[config.mk]
export PLATFORM = sky130hd
export DESIGN_NAME = optical_flow_frame_parser_unit
export DESIGN_NICKNAME = d
export VERILOG_FILES = /design/src/rtl/ofp_pkg.sv /design/src/rtl/optical_flow_frame_parser_unit.sv /design/src/rtl/ofp_fifo.sv /design/src/rtl/ofp_front.sv /design/src/rtl/ofp_back.sv
export VERILOG_INCLUDE_DIRS = /design/src /design/src/rtl
export SDC_FILE = /design/constraint.sdc
export NUM_CORES = 1
export LEC_CHECK = 0
export BUFFER_PORTS_ARGS = -buffer_cell sky130_fd_sc_hd__buf_2
export CORE_MARGIN = 5
export CORE_UTILIZATION = 49
export CTS_BUF_LIST = sky130_fd_sc_hd__clkbuf_8
export CTS_CLUSTER_SIZE = 30
export DETAILED_ROUTE_END_ITERATION = 16
export PLACE_DENSITY = 0.71
export SYNTH_ARGS = -nofsm -noshare
export SYNTH_HDL_FRONTEND = slang
export SYNTH_SLANG_ARGS = --single-unit
export TNS_END_PERCENT = 10
[constraint.sdc]
create_clock -name clock -period 16.5 [get_ports clock]
set_input_delay 3.3 -clock clock [delete_from_list [all_inputs] [get_ports clock]]
set_output_delay 3.3 -clock clock [all_outputs]
set_load 0.05 [all_outputs]
[src/rtl/optical_flow_frame_parser_unit_assert.svh]
// ----------------------------------------------------------------------------
// Optical flow frame parser assertion macros
// Shared macros for the concurrent checks in the parser modules.
// ----------------------------------------------------------------------------
`ifndef OPTICAL_FLOW_FRAME_PARSER_UNIT_ASSERT_SVH
`define OPTICAL_FLOW_FRAME_PARSER_UNIT_ASSERT_SVH

`ifndef ASSERT_OFF

// The property must hold at every clock edge outside reset.
`define OFP_ASSERT(label, clk, rst, prop, msg) \
   label: assert property (@(posedge clk) disable iff (rst) (prop)) else $error(msg);

// The condition must never be seen at a clock edge outside reset.
`define OFP_ASSERT_NEVER(label, clk, rst, cond, msg) \
   label: assert property (@(posedge clk) disable iff (rst) !(cond)) else $error(msg);

`else

`define OFP_ASSERT(label, clk, rst, prop, msg)
`define OFP_ASSERT_NEVER(label, clk, rst, cond, msg)

`endif

`endif

[src/rtl/ofp_pkg.sv]
// ----------------------------------------------------------------------------
// Optical flow frame parser package
// Types, frame constants and the quality scaling table shared by the parser.
// ----------------------------------------------------------------------------
package ofp_pkg;

   localparam int QUEUE_DEPTH_DEFAULT = 2;

   localparam logic [7:0] HEADER_BYTE = 8'hFE;
   localparam logic [7:0] FOOTER_BYTE = 8'hAA;
   localparam logic [7:0] QUAL_LOW    = 8'd64;
   localparam logic [7:0] QUAL_HIGH   = 8'd78;
   localparam logic [6:0] QUALITY_MAX = 7'd100;

   localparam int          FRAME_LEN   = 9;
   localparam logic [3:0]  POS_START   = 4'd0;
   localparam logic [3:0]  POS_LAST    = 4'(FRAME_LEN - 1);
   localparam logic [3:0]  POS_X_LO    = 4'd2;
   localparam logic [3:0]  POS_X_HI    = 4'd3;
   localparam logic [3:0]  POS_Y_LO    = 4'd4;
   localparam logic [3:0]  POS_Y_HI    = 4'd5;
   localparam logic [3:0]  POS_QUALITY = 4'd7;
   localparam logic [3:0]  POS_FOOTER  = 4'd8;

   typedef enum logic {
      OP_BYTE = 1'b0,
      OP_POLL = 1'b1
   } op_type;

   typedef struct packed {
      op_type      op;
      logic [3:0]  pos;
      logic [7:0]  data;
      logic [31:0] time_us;
   } cmd_type;

   typedef struct packed {
      logic               new_data;
      logic [31:0]        delta_time_us;
      logic signed [31:0] flow_x;
      logic signed [31:0] flow_y;
      logic [6:0]         quality;
   } rsp_type;

   // Clamps the raw quality byte to the sensor range and scales it to percent.
   function automatic logic [6:0] scale_quality(input logic [7:0] raw);
      logic [7:0] clamped;
      logic [3:0] step;
      logic [6:0] pct;
      clamped = raw;
      if (raw < QUAL_LOW) begin
         clamped = QUAL_LOW;
      end else if (raw > QUAL_HIGH) begin
         clamped = QUAL_HIGH;
      end
      step = 4'(clamped - QUAL_LOW);
      case (step)
         4'd0:    pct = 7'd0;
         4'd1:    pct = 7'd7;
         4'd2:    pct = 7'd14;
         4'd3:    pct = 7'd21;
         4'd4:    pct = 7'd28;
         4'd5:    pct = 7'd35;
         4'd6:    pct = 7'd42;
         4'd7:    pct = 7'd50;
         4'd8:    pct = 7'd57;
         4'd9:    pct = 7'd64;
         4'd10:   pct = 7'd71;
         4'd11:   pct = 7'd78;
         4'd12:   pct = 7'd85;
         4'd13:   pct = 7'd92;
         4'd14:   pct = 7'd100;
         default: pct = 7'd100;
      endcase
      return pct;
   endfunction

endpackage

[src/rtl/optical_flow_frame_parser_unit.sv]
// ----------------------------------------------------------------------------
// Optical flow frame parser unit
// Parses 9-byte motion frames from a serial byte stream and reports on polls.
// ----------------------------------------------------------------------------
// The unit takes one word per clock on each side unless a full or empty queue
// stalls it. A word passes the front end in the cycle it is accepted, is
// registered in the command queue and is carried out by the back end; a
// poll's report is registered in the response queue, from which it is popped.
// The back end, which adds one frame's motion into the saturating sums, sets
// the unstalled rate of one word per clock; both queues hold QUEUE_DEPTH words.
module optical_flow_frame_parser_unit #(
   parameter int QUEUE_DEPTH = ofp_pkg::QUEUE_DEPTH_DEFAULT
) (
   input  logic               clock,
   input  logic               reset,
   input  logic               push,
   output logic               full,
   input  logic               req_kind,
   input  logic [7:0]         req_byte_value,
   input  logic [31:0]        req_time_us,
   output logic               empty,
   input  logic               pop,
   output logic               rsp_new_data,
   output logic [31:0]        rsp_delta_time_us,
   output logic signed [31:0] rsp_flow_x,
   output logic signed [31:0] rsp_flow_y,
   output logic [6:0]         rsp_quality
);
   import ofp_pkg::*;

   cmd_type front_cmd, back_cmd;
   rsp_type back_rsp, out_rsp;
   logic    cmd_wr, cmd_full, cmd_rd, cmd_empty;
   logic    rsp_wr, rsp_full;

   ofp_front u_front (
      .clock          (clock),
      .reset          (reset),
      .push           (push),
      .full           (full),
      .req_kind       (req_kind),
      .req_byte_value (req_byte_value),
      .req_time_us    (req_time_us),
      .cmd_full       (cmd_full),
      .cmd_wr         (cmd_wr),
      .cmd            (front_cmd)
   );

   ofp_fifo #(
      .WIDTH ($bits(cmd_type)),
      .DEPTH (QUEUE_DEPTH)
   ) u_cmd_queue (
      .clock   (clock),
      .reset   (reset),
      .wr      (cmd_wr),
      .wr_data (front_cmd),
      .full    (cmd_full),
      .rd      (cmd_rd),
      .rd_data (back_cmd),
      .empty   (cmd_empty)
   );

   ofp_back u_back (
      .clock     (clock),
      .reset     (reset),
      .cmd_empty (cmd_empty),
      .cmd       (back_cmd),
      .cmd_rd    (cmd_rd),
      .rsp_full  (rsp_full),
      .rsp_wr    (rsp_wr),
      .rsp       (back_rsp)
   );

   ofp_fifo #(
      .WIDTH ($bits(rsp_type)),
      .DEPTH (QUEUE_DEPTH)
   ) u_rsp_queue (
      .clock   (clock),
      .reset   (reset),
      .wr      (rsp_wr),
      .wr_data (back_rsp),
      .full    (rsp_full),
      .rd      (pop),
      .rd_data (out_rsp),
      .empty   (empty)
   );

   assign rsp_new_data      = out_rsp.new_data;
   assign rsp_delta_time_us = out_rsp.delta_time_us;
   assign rsp_flow_x        = out_rsp.flow_x;
   assign rsp_flow_y        = out_rsp.flow_y;
   assign rsp_quality       = out_rsp.quality;

endmodule

[src/rtl/ofp_fifo.sv]
// ----------------------------------------------------------------------------
// Optical flow frame parser queue
// Small register queue with push/full and pop/empty handshakes.
// ----------------------------------------------------------------------------
`include "optical_flow_frame_parser_unit_assert.svh"

module ofp_fifo #(
   parameter int WIDTH = 8,
   parameter int DEPTH = 2
) (
   input  logic             clock,
   input  logic             reset,
   input  logic             wr,
   input  logic [WIDTH-1:0] wr_data,
   output logic             full,
   input  logic             rd,
   output logic [WIDTH-1:0] rd_data,
   output logic             empty
);
   localparam int PTR_W = (DEPTH > 1) ? $clog2(DEPTH) : 1;
   localparam int CNT_W = $clog2(DEPTH + 1);

   logic [WIDTH-1:0] store_ff [DEPTH];
   logic [PTR_W-1:0] wr_ptr_ff, wr_ptr_in;
   logic [PTR_W-1:0] rd_ptr_ff, rd_ptr_in;
   logic [CNT_W-1:0] count_ff, count_in;
   logic             do_wr, do_rd;

   assign full    = (count_ff == CNT_W'(DEPTH));
   assign empty   = (count_ff == '0);
   assign do_wr   = wr && !full;
   assign do_rd   = rd && !empty;
   assign rd_data = store_ff[rd_ptr_ff];

   always_comb begin
      wr_ptr_in = wr_ptr_ff;
      rd_ptr_in = rd_ptr_ff;
      count_in  = count_ff;
      if (do_wr) begin
         wr_ptr_in = (wr_ptr_ff == PTR_W'(DEPTH - 1)) ? '0 : wr_ptr_ff + 1'b1;
      end
      if (do_rd) begin
         rd_ptr_in = (rd_ptr_ff == PTR_W'(DEPTH - 1)) ? '0 : rd_ptr_ff + 1'b1;
      end
      if (do_wr && !do_rd) begin
         count_in = count_ff + 1'b1;
      end else if (do_rd && !do_wr) begin
         count_in = count_ff - 1'b1;
      end
   end

   always_ff @(posedge clock) begin
      if (reset) begin
         wr_ptr_ff <= '0;
         rd_ptr_ff <= '0;
         count_ff  <= '0;
      end else begin
         wr_ptr_ff <= wr_ptr_in;
         rd_ptr_ff <= rd_ptr_in;
         count_ff  <= count_in;
      end
   end

   always_ff @(posedge clock) begin
      if (do_wr) begin
         store_ff[wr_ptr_ff] <= wr_data;
      end
   end

   `OFP_ASSERT(a_count_range, clock, reset, count_ff <= CNT_W'(DEPTH), "Queue count exceeds depth.")
   `OFP_ASSERT(a_count_wr, clock, reset, (do_wr && !do_rd) |=> count_ff == $past(count_ff) + 1'b1, "Queue count missed a write.")
   `OFP_ASSERT(a_ptr_match, clock, reset, (empty || full) |-> wr_ptr_ff == rd_ptr_ff, "Queue pointers disagree with count.")

endmodule

[src/rtl/ofp_front.sv]
// ----------------------------------------------------------------------------
// Optical flow frame parser front end
// Accepts words, tracks the frame position and forwards useful bytes and polls.
// ----------------------------------------------------------------------------
`include "optical_flow_frame_parser_unit_assert.svh"

module ofp_front (
   input  logic            clock,
   input  logic            reset,
   input  logic            push,
   output logic            full,
   input  logic            req_kind,
   input  logic [7:0]      req_byte_value,
   input  logic [31:0]     req_time_us,
   input  logic            cmd_full,
   output logic            cmd_wr,
   output ofp_pkg::cmd_type cmd
);
   import ofp_pkg::*;

   logic [3:0] pos_ff, pos_in;
   logic       accept;
   logic       is_byte;
   logic       drop;
   logic       keep;

   assign full    = cmd_full;
   assign accept  = push && !cmd_full;
   assign is_byte = (req_kind == 1'b0);
   assign drop    = is_byte && (pos_ff == POS_START) && (req_byte_value != HEADER_BYTE);

   always_comb begin
      case (pos_ff) inside
         POS_X_LO, POS_X_HI, POS_Y_LO, POS_Y_HI, POS_QUALITY, POS_FOOTER: keep = 1'b1;
         default: keep = 1'b0;
      endcase
   end

   always_comb begin
      pos_in = pos_ff;
      if (accept && is_byte && !drop) begin
         pos_in = (pos_ff == POS_LAST) ? POS_START : pos_ff + 1'b1;
      end
   end

   always_ff @(posedge clock) begin
      if (reset) begin
         pos_ff <= POS_START;
      end else begin
         pos_ff <= pos_in;
      end
   end

   assign cmd_wr      = accept && (!is_byte || keep);
   assign cmd.op      = is_byte ? OP_BYTE : OP_POLL;
   assign cmd.pos     = pos_ff;
   assign cmd.data    = req_byte_value;
   assign cmd.time_us = req_time_us;

   `OFP_ASSERT(a_pos_range, clock, reset, pos_ff <= POS_LAST, "Frame position out of range.")
   `OFP_ASSERT(a_drop_idle, clock, reset, (accept && drop) |=> pos_ff == POS_START, "Dropped byte moved the frame position.")
   `OFP_ASSERT(a_poll_keeps_pos, clock, reset, (accept && !is_byte) |=> pos_ff == $past(pos_ff), "Poll moved the frame position.")

endmodule

[src/rtl/ofp_back.sv]
// ----------------------------------------------------------------------------
// Optical flow frame parser back end
// Collects frame fields, accumulates motion and answers polls.
// ----------------------------------------------------------------------------
`include "optical_flow_frame_parser_unit_assert.svh"

module ofp_back (
   input  logic             clock,
   input  logic             reset,
   input  logic             cmd_empty,
   input  ofp_pkg::cmd_type cmd,
   output logic             cmd_rd,
   input  logic             rsp_full,
   output logic             rsp_wr,
   output ofp_pkg::rsp_type rsp
);
   import ofp_pkg::*;

   logic [7:0]         x_lo_ff, x_hi_ff, y_lo_ff, y_hi_ff, qual_raw_ff;
   logic signed [31:0] sum_x_ff, sum_x_in;
   logic signed [31:0] sum_y_ff, sum_y_in;
   logic [6:0]         quality_ff, quality_in;
   logic               pending_ff, pending_in;
   logic [31:0]        last_time_ff, last_time_in;
   logic               is_poll;
   logic               frame_ok;
   logic signed [31:0] delta_x, delta_y;
   logic [32:0]        wide_x, wide_y;

   function automatic logic signed [31:0] sat_sum(input logic [32:0] s);
      logic signed [31:0] r;
      r = s[31:0];
      if (s[32] != s[31]) begin
         r = s[32] ? 32'sh8000_0000 : 32'sh7FFF_FFFF;
      end
      return r;
   endfunction

   assign is_poll  = (cmd.op == OP_POLL);
   assign cmd_rd   = !cmd_empty && (!is_poll || !rsp_full);
   assign rsp_wr   = cmd_rd && is_poll;
   assign frame_ok = cmd_rd && !is_poll && (cmd.pos == POS_FOOTER) && (cmd.data == FOOTER_BYTE);

   assign delta_x = {{16{x_hi_ff[7]}}, x_hi_ff, x_lo_ff};
   assign delta_y = {{16{y_hi_ff[7]}}, y_hi_ff, y_lo_ff};
   assign wide_x  = {sum_x_ff[31], sum_x_ff} + {delta_x[31], delta_x};
   assign wide_y  = {sum_y_ff[31], sum_y_ff} + {delta_y[31], delta_y};

   always_comb begin
      sum_x_in     = sum_x_ff;
      sum_y_in     = sum_y_ff;
      quality_in   = quality_ff;
      pending_in   = pending_ff;
      last_time_in = last_time_ff;
      if (frame_ok) begin
         sum_x_in   = sat_sum(wide_x);
         sum_y_in   = sat_sum(wide_y);
         quality_in = scale_quality(qual_raw_ff);
         pending_in = 1'b1;
      end else if (rsp_wr && pending_ff) begin
         sum_x_in     = '0;
         sum_y_in     = '0;
         pending_in   = 1'b0;
         last_time_in = cmd.time_us;
      end
   end

   always_comb begin
      rsp = '0;
      if (pending_ff) begin
         rsp.new_data      = 1'b1;
         rsp.delta_time_us = cmd.time_us - last_time_ff;
         rsp.flow_x        = sum_x_ff;
         rsp.flow_y        = sum_y_ff;
         rsp.quality       = quality_ff;
      end
   end

   always_ff @(posedge clock) begin
      if (reset) begin
         sum_x_ff     <= '0;
         sum_y_ff     <= '0;
         quality_ff   <= '0;
         pending_ff   <= 1'b0;
         last_time_ff <= '0;
      end else begin
         sum_x_ff     <= sum_x_in;
         sum_y_ff     <= sum_y_in;
         quality_ff   <= quality_in;
         pending_ff   <= pending_in;
         last_time_ff <= last_time_in;
      end
   end

   always_ff @(posedge clock) begin
      if (cmd_rd && !is_poll) begin
         case (cmd.pos)
            POS_X_LO:    x_lo_ff     <= cmd.data;
            POS_X_HI:    x_hi_ff     <= cmd.data;
            POS_Y_LO:    y_lo_ff     <= cmd.data;
            POS_Y_HI:    y_hi_ff     <= cmd.data;
            POS_QUALITY: qual_raw_ff <= cmd.data;
            default:     ;
         endcase
      end
   end

   `OFP_ASSERT(a_quality_range, clock, reset, quality_ff <= QUALITY_MAX, "Latched quality above full scale.")
   `OFP_ASSERT(a_report_clears, clock, reset, (rsp_wr && pending_ff) |=> (sum_x_ff == 0) && (sum_y_ff == 0) && !pending_ff, "Report did not clear the sums.")
   `OFP_ASSERT_NEVER(a_idle_report, clock, reset, rsp_wr && !pending_ff && (rsp.flow_x != 0 || rsp.quality != 0), "Empty report carries data.")

endmodule
==> flow_summary_export.csv, run 1 <==
group,metric,value,unit
status,status,"complete, no violations",
grt,grt_pass1_wl,76760,µm
grt,grt_max_degree,84,
worst_hold_path,worstHoldEndpoint,"u_back.sum_x_ff[16]",
clocking,holdBufCountCts,0,
pwr,p_switching,1.185,mW
place,hpwlAfterDp,31730,µm
sta,max_freq,163.1,MHz
grt,grt_pass1_vias,14926,
sta,rsz0062_at_grt,"false",
worst_hold_path,hold_depth,2,
yosys,synthCells,1896,
yosys,ys_seq_elements,456,
floorplanning,dieHeight,223.6,µm
routing,dr.pass1.iters,5,
place,routabilityCongestion,0.9142,
worst_setup_path,path_cells,"buf_4 -> mux2_2 -> buf_2",
clocking,cts_root_buffer,"clkbuf_8",
pwr,p_leak,9.531,nW
yosys,ys_top_cells_by_count,"edfxtp_1 (338), nor2_1 (183), mux2_2 (142)",
worst_setup_path,slowest_delay,0.87,ns
yosys,synth-edff-count,338,
pwr,intPower,2.195,mW
yosys,yosys_warnings,0,
sta,period_needed,6.131,ns
worst_setup_path,rr_worst_depth,12,
clocking,insertion_delay,0.66,ns
grt,grt_busiest_layer,"met2",
yosys,synth_nets,2050,
clocking,tritoncts,"done",
pwr,pwr-share-clk,28.6,%
clocking,htreeDepth,3,
clocking,cts-resized-gates,0,
grt,met2_usage,31.99,%
cells_and_area,fin_util,55.53,%
yosys,async_reset_ff_share,0,%
worst_setup_path,rrSetupSlack,11.75,ns
worst_setup_path,critPathMaxFanout,81,
pwr,ir_drop,112.7,µV
worst_setup_path,reg2reg_to,"u_rsp_queue.store_ff[0][102]",
yosys,synth_flop_cell,"edfxtp_1",
sta,fin_crit_sh,37.15,%
sta,hold_viol_final,0,
floorplanning,die_x,223.6,µm
sta,worst_slack,10.37,ns
routing,wire_per_inst,17.33,µm
yosys,avgSynthCellArea,11.79,µm²
pwr,pwr-share-seq,42.2,%
cells_and_area,fin_nets,2219,
routing,ant_nets,0,
routing,viasPerCell,5.426,
flow_run,maxCapViolCount,0,
sta,relSlewSlack,23.57,%
routing,routed_wl,47250,µm
floorplanning,rows,78,
clocking,post_cts_buffers,0,
worst_hold_path,hold_path_class,"reg -> reg",
routing,vias,14796,
grt,antenna_found_initial,8,
worst_setup_path,path_class,"reg -> out",
yosys,syn_area,22360,µm²
floorplanning,core_area,45280,µm²
yosys,synth_most_common_cell,"edfxtp_1",
worst_setup_path,worst_ep_arrival_time,2.83,ns
routing,drc,0,
grt,grt_overflow,0,
sta,fin_tns_setup,0,ns
yosys,synth_top_area_share,45.40,%
place,pre_cts_slack,11.00,ns
clocking,cts.sink_count,456,
sta,final-max-slew-violation-count,0,
cells_and_area,syn2layout_area_growth,12.49,%
sta,worst_pin_slew,1.146,ns
worst_hold_path,hp-start,"u_back.sum_x_ff[16]",
yosys,yosysUniqueCellTypes,83,
floorplanning,ios,151,
place,port_buffers,150,
worst_setup_path,critPathCaptureType,"primary output",
grt,track_usage,18.83,%
floorplanning,start_util,49.37,%
worst_setup_path,worstPathRequired,13.20,ns
cells_and_area,drive_above_1_share,20.89,%
yosys,synth_top_area_cell,"edfxtp_1",
pwr,switching_share,35.06,%
floorplanning,die_area,49990,µm²
yosys,yosysSeqAreaShare,55.97,%
sta,clock_skew,0.03722,ns
grt,gr-usage-met3,4.338,%
routing,drt_iter0_drc,1004,
worst_setup_path,start_kind,"flip-flop",
pwr,pwr-share-comb,29.3,%
worst_setup_path,cp_slowest_cell,"buf_4",
sta,setup_viol,0,
grt,use_met1,23.81,%
clocking,cts_buffer_depth,3,
clocking,numCtsBuffers,75,
yosys,synthTopCellsByArea,"edfxtp_1 (45%), dfxtp_1 (11%), mux2_2 (7.2%), ha_1 (5.9%), nor2_1 (3.1%)",
clocking,clkSlewWorstSetupHoldPaths,0.06,ns
pwr,power_density,134.4,nW/µm²
==> cells by family (layout without fill, tap and decap cells) <==
| family | Yosys count | count (layout) | synth area share [%] |
|---|---|---|---|
| xor gates and xnor gates | 82 | 82 | 3.213 |
| adders and majority gates | 109 | 109 | 6.201 |
| muxes | 184 | 184 | 9.033 |
| other | 0 | 2 | 0 |
| buffers and inverters | 133 | 362 | 2.530 |
| AOI/OAI and AO/OA | 390 | 390 | 11.41 |
| and+or+nand+nor | 542 | 542 | 11.65 |
| DFF | 456 | 456 | 55.97 |
==> state kept, by name, indices dropped and copies added, names as in the netlist, 2 cells and up, named ones only <==
| signal | flops |
|---|---|
| u_cmd_queue.store_ff | 90 |
| u_back.last_time_ff | 32 |
| u_back.quality_ff | 7 |
| u_rsp_queue.store_ff | 208 |
| u_cmd_queue.count_ff | 2 |
| u_front.pos_ff | 4 |
| u_back.x_lo_ff | 8 |
| u_back.x_hi_ff | 8 |
| u_back.qual_raw_ff | 8 |
| u_back.sum_y_ff | 32 |
| u_back.y_hi_ff | 8 |
| u_back.y_lo_ff | 8 |
| u_rsp_queue.count_ff | 2 |
| u_back.sum_x_ff | 32 |
==> critical path: cells and delay by family, from the launching register on <==
family | cells | cell delay [ns]
flip-flops | 1 | 0.57
multiplexers | 1 | 0.43
buffers and inverters | 2 | 1.08
==> cell usage in the layout, fill, tap and decap left out, types with 4 or more instances in the layout <==
cell,count
xor2_1,46
clkinv_2,4
xnor2_1,36
bufinv_16,4
dfxtp_1,115
a31o_2,5
mux2_2,142
a21o_1,37
nand4_1,13
and2_1,77
o21ai_2,9
o211ai_1,13
or3_1,8
mux2i_1,42
nor2_1,183
a31oi_1,12
edfxtp_1,338
nand3_1,18
clkbuf_8,82
buf_4,16
nand2b_1,20
o21ai_1,8
a22oi_1,28
inv_1,87
ha_1,106
a211oi_1,21
clkinv_1,13
and3_1,8
o21bai_1,10
nand2_1,129
a21oi_1,113
nor3_1,30
o31ai_1,4
nor2b_1,20
o21a_1,14
buf_2,150
o21ai_0,68
==> metal layers <==
layer / vias to the layer above / share of wire [%]
li1: 7340 / -
met5: - / 0.16
met4: 10 / 2.3
met3: 93 / 5.4
met2: 288 / 49
met1: 7065 / 44
==> worst max path at each step <==
| stage | startpoint | to | slack (ns) | cells past startpoint |
|---|---|---|---|---|
| 6_report | flip-flop | rsp_flow_x[9] | 10.37 | 3 |
| 3_5_place_dp | flip-flop | rsp_flow_x[9] | 11.00 | 3 |
| 4_1_cts | flip-flop | rsp_flow_x[9] | 10.26 | 3 |
| 2_1_floorplan | flip-flop | u_rsp_queue.store_ff[0][0] | 5.01 | 3 |
| 5_1_grt | flip-flop | rsp_flow_x[9] | 10.21 | 3 |
| 3_3_place_gp | flip-flop | rsp_flow_y[4] | 11.09 | 3 |
==> final cells by class <==
type,count,area (µm²)
Inverter,59,221.5
Timing Repair Buffer,166,870.8
Tap cell,600,750.7
Clock inverter,55,345.3
Multi-Input combinational cell,1307,9308
Clock buffer,82,1129
Fill cell,3815,20140
Sequential cell,456,12520
Antenna cell,2,5.005
==> power groups by stage <==
stage | sequential [mW] | clock [mW] | combinational [mW]
5_1_grt | 1.44 | 1.05 | 1.05
3_3_place_gp | 1.45 | 0 | 0.981
2_1_floorplan | 1.45 | 0 | 0.796
3_5_place_dp | 1.45 | 0 | 0.992
4_1_cts | 1.43 | 0.996 | 0.998
6_report | 1.43 | 0.966 | 0.989
==> metrics by stage <==
| stage | instance area, µm² | hold slack (ns) | power [mW] | instances |
|---|---|---|---|---|
| after floorplan | 22360 | 0.4237 | 2.243 | 1896 |
| after global placement | 23670 | 0.4573 | 2.429 | 2588 |
| after detailed placement | 23670 | 0.4653 | 2.443 | 2588 |
| after CTS | 25140 | 0.4735 | 3.422 | 2725 |
| after global routing | 25150 | 0.4908 | 3.546 | 2726 |
| final | 25150 | 0.4719 | 3.380 | 2727 |
Power figures use the tool's default switching activity.
==> run 2: changes to the inputs <==
--- a/config.mk
+++ b/config.mk
@@ -12,7 +12,7 @@
 export CTS_BUF_LIST = sky130_fd_sc_hd__clkbuf_8
 export CTS_CLUSTER_SIZE = 30
 export DETAILED_ROUTE_END_ITERATION = 16
-export PLACE_DENSITY = 0.71
+export PLACE_DENSITY = 0.73
 export SYNTH_ARGS = -nofsm -noshare
 export SYNTH_HDL_FRONTEND = slang
 export SYNTH_SLANG_ARGS = --single-unit
==> constraint.sdc (replaced) <==
create_clock -name clock -period 5.4 [get_ports clock]
set_input_delay 1.08 -clock clock [delete_from_list [all_inputs] [get_ports clock]]
set_output_delay 1.08 -clock clock [all_outputs]
set_load 0.05 [all_outputs]
==> run 2 against run 1 <==
Against the previous run: clock power rose to 2.9 times the previous value; via count increased by 1.8%; clock skew shrank 0.018 ns; die area is the same; flip-flop and latch count unchanged; final cell count barely moved; combinational power increased to 3.1 times the previous value; design area is essentially flat; critical endpoint is now u_rsp_queue.store_ff[1][102]; highest routed layer unchanged.
==> flow_summary_export.csv, run 2 (synthesized netlist as in run 1, its figures left out) <==
group,metric,value,unit
status,status,"complete, no violations",
cells_and_area,fillCellCount,3849,
pwr,switching_share,35.29,%
clocking,cts-resized-gates,0,
clocking,tritoncts,"done",
sta,final-max-slew-violation-count,0,
clocking,htreeDepth,3,
sta,hold_slack,0.4651,ns
routing,wire_per_inst,17.36,µm
cells_and_area,drive_above_1_share,20.84,%
floorplanning,die_area,49990,µm²
routing,drt_iter0_drc,1024,
routing,wl_met3,2911,µm
worst_setup_path,path_cells,"mux2_2 -> ha_1 -> a211oi_1 -> inv_1 -> o311ai_0 -> nand4b_1 -> and3_1 -> a31o_2 -> a21oi_1 -> a31oi_1 -> a221oi_1 -> mux2i_1",
worst_setup_path,reg2reg_to,"u_rsp_queue.store_ff[1][102]",
pwr,pwr-share-seq,42.6,%
grt,grt_overflow,0,
worst_setup_path,path_delay_family,"compound AO/OA/AOI/OAI gates",
worst_hold_path,hp-start,"u_back.sum_x_ff[18]",
floorplanning,start_util,49.37,%
cells_and_area,fin_nets,2221,
floorplanning,core_area,45280,µm²
worst_setup_path,worstPathRequired,5.87,ns
sta,max_freq,230.9,MHz
cells_and_area,fin_util,55.52,%
floorplanning,rows,78,
pwr,p_leak,9.551,nW
routing,top_layer_used,"met5",
routing,wl_met2,22850,µm
clocking,holdBufCountCts,0,
routing,dr.pass1.iters,6,
cells_and_area,top_regs,"u_rsp_queue.store_ff (208), u_cmd_queue.store_ff (90)",
sta,worst_slack,1.068,ns
worst_hold_path,worstHoldEndpoint,"u_back.sum_x_ff[18]",
floorplanning,ios,151,
clocking,cts.sink_count,456,
worst_setup_path,slowest_delay,0.69,ns
worst_setup_path,critPathMaxFanout,20,
worst_setup_path,critPathCaptureType,"flip-flop",
place,routabilityCongestion,0.9306,
sta,rsz0062_at_grt,"false",
floorplanning,die_x,223.6,µm
sta,period_needed,4.332,ns
grt,track_usage,18.72,%
routing,routedLengthMet1,20240,µm
cells_and_area,fin_cells,2728,
sta,relSlewSlack,21.96,%
pwr,p_switching,3.621,mW
clocking,insertion_delay,0.64,ns
pwr,power_density,408.2,nW/µm²
routing,ant_nets,0,
sta,clock_skew,0.01957,ns
worst_setup_path,rrSetupSlack,1.07,ns
worst_setup_path,start_kind,"flip-flop",
floorplanning,dieHeight,223.6,µm
flow_run,maxCapViolCount,0,
pwr,pwr-share-comb,29.8,%
sta,fin_tns_setup,0,ns
worst_setup_path,rr_worst_depth,12,
routing,routed_wl,47350,µm
sta,worst_pin_slew,1.171,ns
worst_setup_path,cp_slowest_cell,"dfxtp_2",
grt,grt_pass1_vias,15056,
place,placed_cells,2589,
sta,fin_crit_sh,80.22,%
clocking,numCtsBuffers,76,
clocking,cts_buffer_depth,3,
routing,vias,15058,
worst_hold_path,hold_path_class,"reg -> reg",
grt,grt_pass1_wl,76360,µm
routing,viasPerCell,5.520,
clocking,post_cts_buffers,0,
place,hpwlAfterDp,31770,µm
clocking,clkSlewWorstSetupHoldPaths,0.06,ns
grt,antenna_found_initial,6,
pwr,ir_drop,324.3,µV
worst_setup_path,worst_ep_arrival_time,4.80,ns
worst_setup_path,path_class,"reg -> reg",
clocking,cts_root_buffer,"clkbuf_8",
cells_and_area,syn2layout_area_growth,12.46,%
cells_and_area,final_common_cell,"edfxtp_1",
pwr,intPower,6.640,mW
place,pre_cts_slack,1.103,ns
grt,grt_max_degree,105,
worst_setup_path,critPathBufInv,1,
cells_and_area,largest_reg_flops,208,
cells_and_area,layout_common_cells,"edfxtp_1 (338), nor2_1 (183), buf_2 (150)",
pwr,pwr-share-clk,27.7,%
place,port_buffers,150,
worst_hold_path,hold_depth,2,
sta,hold_viol_final,0,
routing,drc,0,
sta,setup_viol,0,
cells_and_area,regMostFlops,"u_rsp_queue.store_ff",
## run 2: cell count changes in the layout (fill, tap and decap cells not counted)
cell | before | now
buf_12 | 0 | 2
nor4_2 | 2 | 1
clkinv_2 | 4 | 5
inv_6 | 2 | 0
bufinv_16 | 4 | 2
clkinv_1 | 13 | 7
nor4_4 | 0 | 1
inv_8 | 1 | 0
buf_4 | 16 | 15
inv_1 | 87 | 95
clkbuf_8 | 82 | 84
## run 2: area by class of cell
type	count	area, µm²	area share (%)
Antenna cell	2	5.005	0.01991
Clock buffer	84	1156	4.599
Clock inverter	53	269.0	1.070
Inverter	59	221.5	0.8809
Multi-Input combinational cell	1307	9316	37.06
Sequential cell	456	12520	49.79
Tap cell	600	750.7	2.986
Timing Repair Buffer	167	903.4	3.593
## run 2: layer usage
| metal | GRT usage (%) | vias to the layer above |
|---|---|---|
| met1 | 23.74 | 7157 |
| met4 | 6.937 | 8 |
| met5 | 0 | - |
| met2 | 31.78 | 445 |
| li1 | - | 7341 |
| met3 | 4.010 | 107 |
## run 2: how the worst max path moves through the flow
stage	end	cells after the start	slack (ns)	from
after floorplan	u_cmd_queue.store_ff[0][0]	2	0.62	push
after global placement	u_rsp_queue.store_ff[0][102]	12	1.22	flip-flop
after detailed placement	u_rsp_queue.store_ff[0][102]	12	1.10	flip-flop
after CTS	u_rsp_queue.store_ff[0][102]	12	1.06	flip-flop
after global routing	u_rsp_queue.store_ff[0][102]	12	0.69	flip-flop
final	u_rsp_queue.store_ff[1][102]	12	1.07	flip-flop
## run 2: tightest hold or removal path: stages (launching register included)
cell     delay [ns]
dfxtp_1        0.32
nand2_1        0.05
o21ai_1        0.05
## run 2: stage by stage
step,cell area (µm²),power [mW]
after detailed placement,23710,7.522
after floorplan,22370,6.803
after CTS,25140,10.39
after global routing,25140,10.75
final,25140,10.26
after global placement,23710,7.473
## run 2: power by group through the flow
| stage | Combinational, mW | Clock, mW | Sequential, mW |
|---|---|---|---|
| after CTS | 3.09 | 2.93 | 4.37 |
| final | 3.06 | 2.84 | 4.37 |
| after detailed placement | 3.08 | 0 | 4.45 |
| after global routing | 3.25 | 3.09 | 4.41 |
| after floorplan | 2.44 | 0 | 4.36 |
| after global placement | 3.05 | 0 | 4.43 |
==> run 3: changes to the inputs <==
--- a/config.mk
+++ b/config.mk
@@ -12,7 +12,7 @@
 export CTS_BUF_LIST = sky130_fd_sc_hd__clkbuf_8
 export CTS_CLUSTER_SIZE = 30
 export DETAILED_ROUTE_END_ITERATION = 16
-export PLACE_DENSITY = 0.73
+export PLACE_DENSITY = 0.71
 export SYNTH_ARGS = -nofsm -noshare
 export SYNTH_HDL_FRONTEND = slang
 export SYNTH_SLANG_ARGS = --single-unit
==> constraint.sdc (replaced) <==
create_clock -name clock -period 4.1 [get_ports clock]
set_input_delay 0.82 -clock clock [delete_from_list [all_inputs] [get_ports clock]]
set_output_delay 0.82 -clock clock [all_outputs]
set_load 0.05 [all_outputs]
==> run 3 against run 2 <==
Against the previous run: setup slack got worse by 0.81 ns; core utilization increased by 0.47 points; non-clock buffer count increased by 11; register-to-register slack got worse by 0.81 ns; final cell count increased by 0.70%; clock power increased by 33%; clock skew increased by 0.030 ns; power increased by 33%; critical path type unchanged; critical endpoint is now u_rsp_queue.store_ff[1][89]; largest cell class unchanged; largest power group unchanged.
==> flow_summary_export.csv, run 3 (synthesized netlist as in run 1, its figures left out) <==
group,metric,value,unit
routing,dr.pass1.iters,5,
grt,grt_pass1_wl,78110,µm
cells_and_area,regMostFlops,"u_rsp_queue.store_ff",
worst_hold_path,hold_path_class,"in -> reg",
worst_setup_path,cp_slowest_cell,"or4_1",
worst_setup_path,worstPathRequired,4.48,ns
grt,grt_max_degree,105,
sta,relSlewSlack,41.71,%
floorplanning,start_util,49.37,%
worst_setup_path,path_delay_family,"compound AO/OA/AOI/OAI gates",
routing,routed_wl,48720,µm
worst_setup_path,timing.critical_path.mode_cell,"a21oi_1",
worst_setup_path,critPathCaptureType,"flip-flop",
clocking,clkSlewWorstSetupHoldPaths,0.06,ns
worst_setup_path,critPathMaxFanout,10,
pwr,p_leak,9.611,nW
place,routabilityCongestion,0.8901,
grt,antenna_found_initial,8,
worst_setup_path,worst_ep_arrival_time,4.22,ns
cells_and_area,top_regs,"u_rsp_queue.store_ff (208), u_cmd_queue.store_ff (90)",
clocking,cts.sink_count,456,
worst_setup_path,start_kind,"flip-flop",
floorplanning,ios,151,
routing,drc,0,
sta,setup_viol,0,
floorplanning,core_area,45280,µm²
sta,worst_pin_slew,0.8744,ns
routing,vias,15130,
clocking,insertion_delay,0.67,ns
clocking,post_cts_buffers,0,
floorplanning,die_x,223.6,µm
grt,grt_overflow,0,
worst_setup_path,slowest_delay,0.50,ns
clocking,cts_root_buffer,"clkbuf_8",
routing,viasPerCell,5.508,
cells_and_area,fin_util,55.98,%
worst_setup_path,path_class,"reg -> reg",
cells_and_area,largest_reg_flops,208,
cells_and_area,final_common_cell,"edfxtp_1",
cells_and_area,drive_above_1_share,21.73,%
routing,drt_iter0_drc,947,
worst_setup_path,critPathBufInv,1,
clocking,cts_buffer_depth,3,
cells_and_area,syn2layout_area_growth,13.40,%
floorplanning,rows,78,
clocking,numCtsBuffers,75,
place,hpwlAfterDp,32520,µm
routing,wire_per_inst,17.74,µm
sta,period_needed,3.844,ns
worst_setup_path,path_cells,"mux2i_1 -> ha_1 -> inv_1 -> fa_1 -> a21o_1 -> a2111o_1 -> nand2_1 -> a21oi_1 -> or4_1 -> a311oi_2 -> o21bai_1 -> a21oi_1 -> xor2_1 -> nor2_1",
cells_and_area,fin_nets,2231,
clocking,tritoncts,"done",
sta,clock_skew,0.04941,ns
sta,final-max-slew-violation-count,0,
floorplanning,dieHeight,223.6,µm
routing,ant_nets,0,
sta,hold_viol_final,0,
place,placed_cells,2600,
cells_and_area,layout_common_cells,"edfxtp_1 (338), nor2_1 (183), buf_2 (150)",
pwr,power_density,537.0,nW/µm²
status,status,"complete, no violations",
cells_and_area,fin_cells,2747,
clocking,holdBufCountCts,0,
pwr,ir_drop,430.8,µV
grt,track_usage,19.16,%
grt,grt_pass1_vias,14948,
sta,fin_crit_sh,93.75,%
place,port_buffers,150,
flow_run,maxCapViolCount,0,
clocking,htreeDepth,3,
cells_and_area,fillCellCount,3807,
sta,rsz0062_at_grt,"false",
clocking,cts-resized-gates,0,
floorplanning,die_area,49990,µm²
sta,max_freq,260.2,MHz
[run 3: cell types whose count changed in the layout (fill, tap and decap cells not counted), moves of 3 or more]
cell      previous run  this run
inv_1               95        88
clkinv_1             7        10
diode_2              2         7
inv_6                0         3
buf_12               2         7
buf_4               15        21
clkinv_2             5         8
[run 3: cell type report]
type	instances	area [µm²]	share of cell area [%]
Clock inverter	55	272.8	1.076
Clock buffer	85	1170	4.615
Sequential cell	456	12520	49.38
Antenna cell	7	17.52	0.06909
Inverter	59	221.5	0.8736
Tap cell	600	750.7	2.961
Timing Repair Buffer	178	1049	4.136
Multi-Input combinational cell	1307	9353	36.89
[run 3: metal layers]
| metal | share of wire (%) | vias up | GRT usage, % |
|---|---|---|---|
| li1 | - | 7378 | - |
| met1 | 46 | 7287 | 25.61 |
| met2 | 47 | 382 | 31.37 |
| met3 | 5.3 | 79 | 4.207 |
| met4 | 2.0 | 4 | 6.285 |
| met5 | 0.047 | - | 0 |
[run 3: path summary, 6_finish.rpt]
check | slack (ns) | cells past startpoint | end | startpoint
min reg2reg | 0.47 | 2 | u_back.sum_x_ff[18] | u_back.sum_x_ff[18]
max | 0.26 | 14 | u_rsp_queue.store_ff[1][89] | flip-flop
max reg2reg | 0.26 | 14 | u_rsp_queue.store_ff[1][89] | flip-flop
min | 0.34 | 1 | u_cmd_queue.store_ff[1][31] | req_time_us[31]
[run 3: power breakdown]
part,internal (mW),switching [mW]
Clock,1.97,1.82
Sequential,5.52,0.175
Combinational,1.25,2.88
[run 3: through the flow]
step | worst slack, ns | hold WS, ns | total power, mW | setup TNS (ns) | area (µm²)
global route | 0.006375 | 0.2939 | 14.26 | 0 | 25340
floorplan | -0.3867 | 0.4237 | 8.971 | -40.70 | 22400
global placement | 0.1824 | 0.4582 | 9.868 | 0 | 23870
CTS | 0.02911 | 0.2704 | 13.77 | 0 | 25320
finish | 0.2561 | 0.3377 | 13.61 | 0 | 25350
detailed placement | 0.04169 | 0.4659 | 9.930 | 0 | 23870
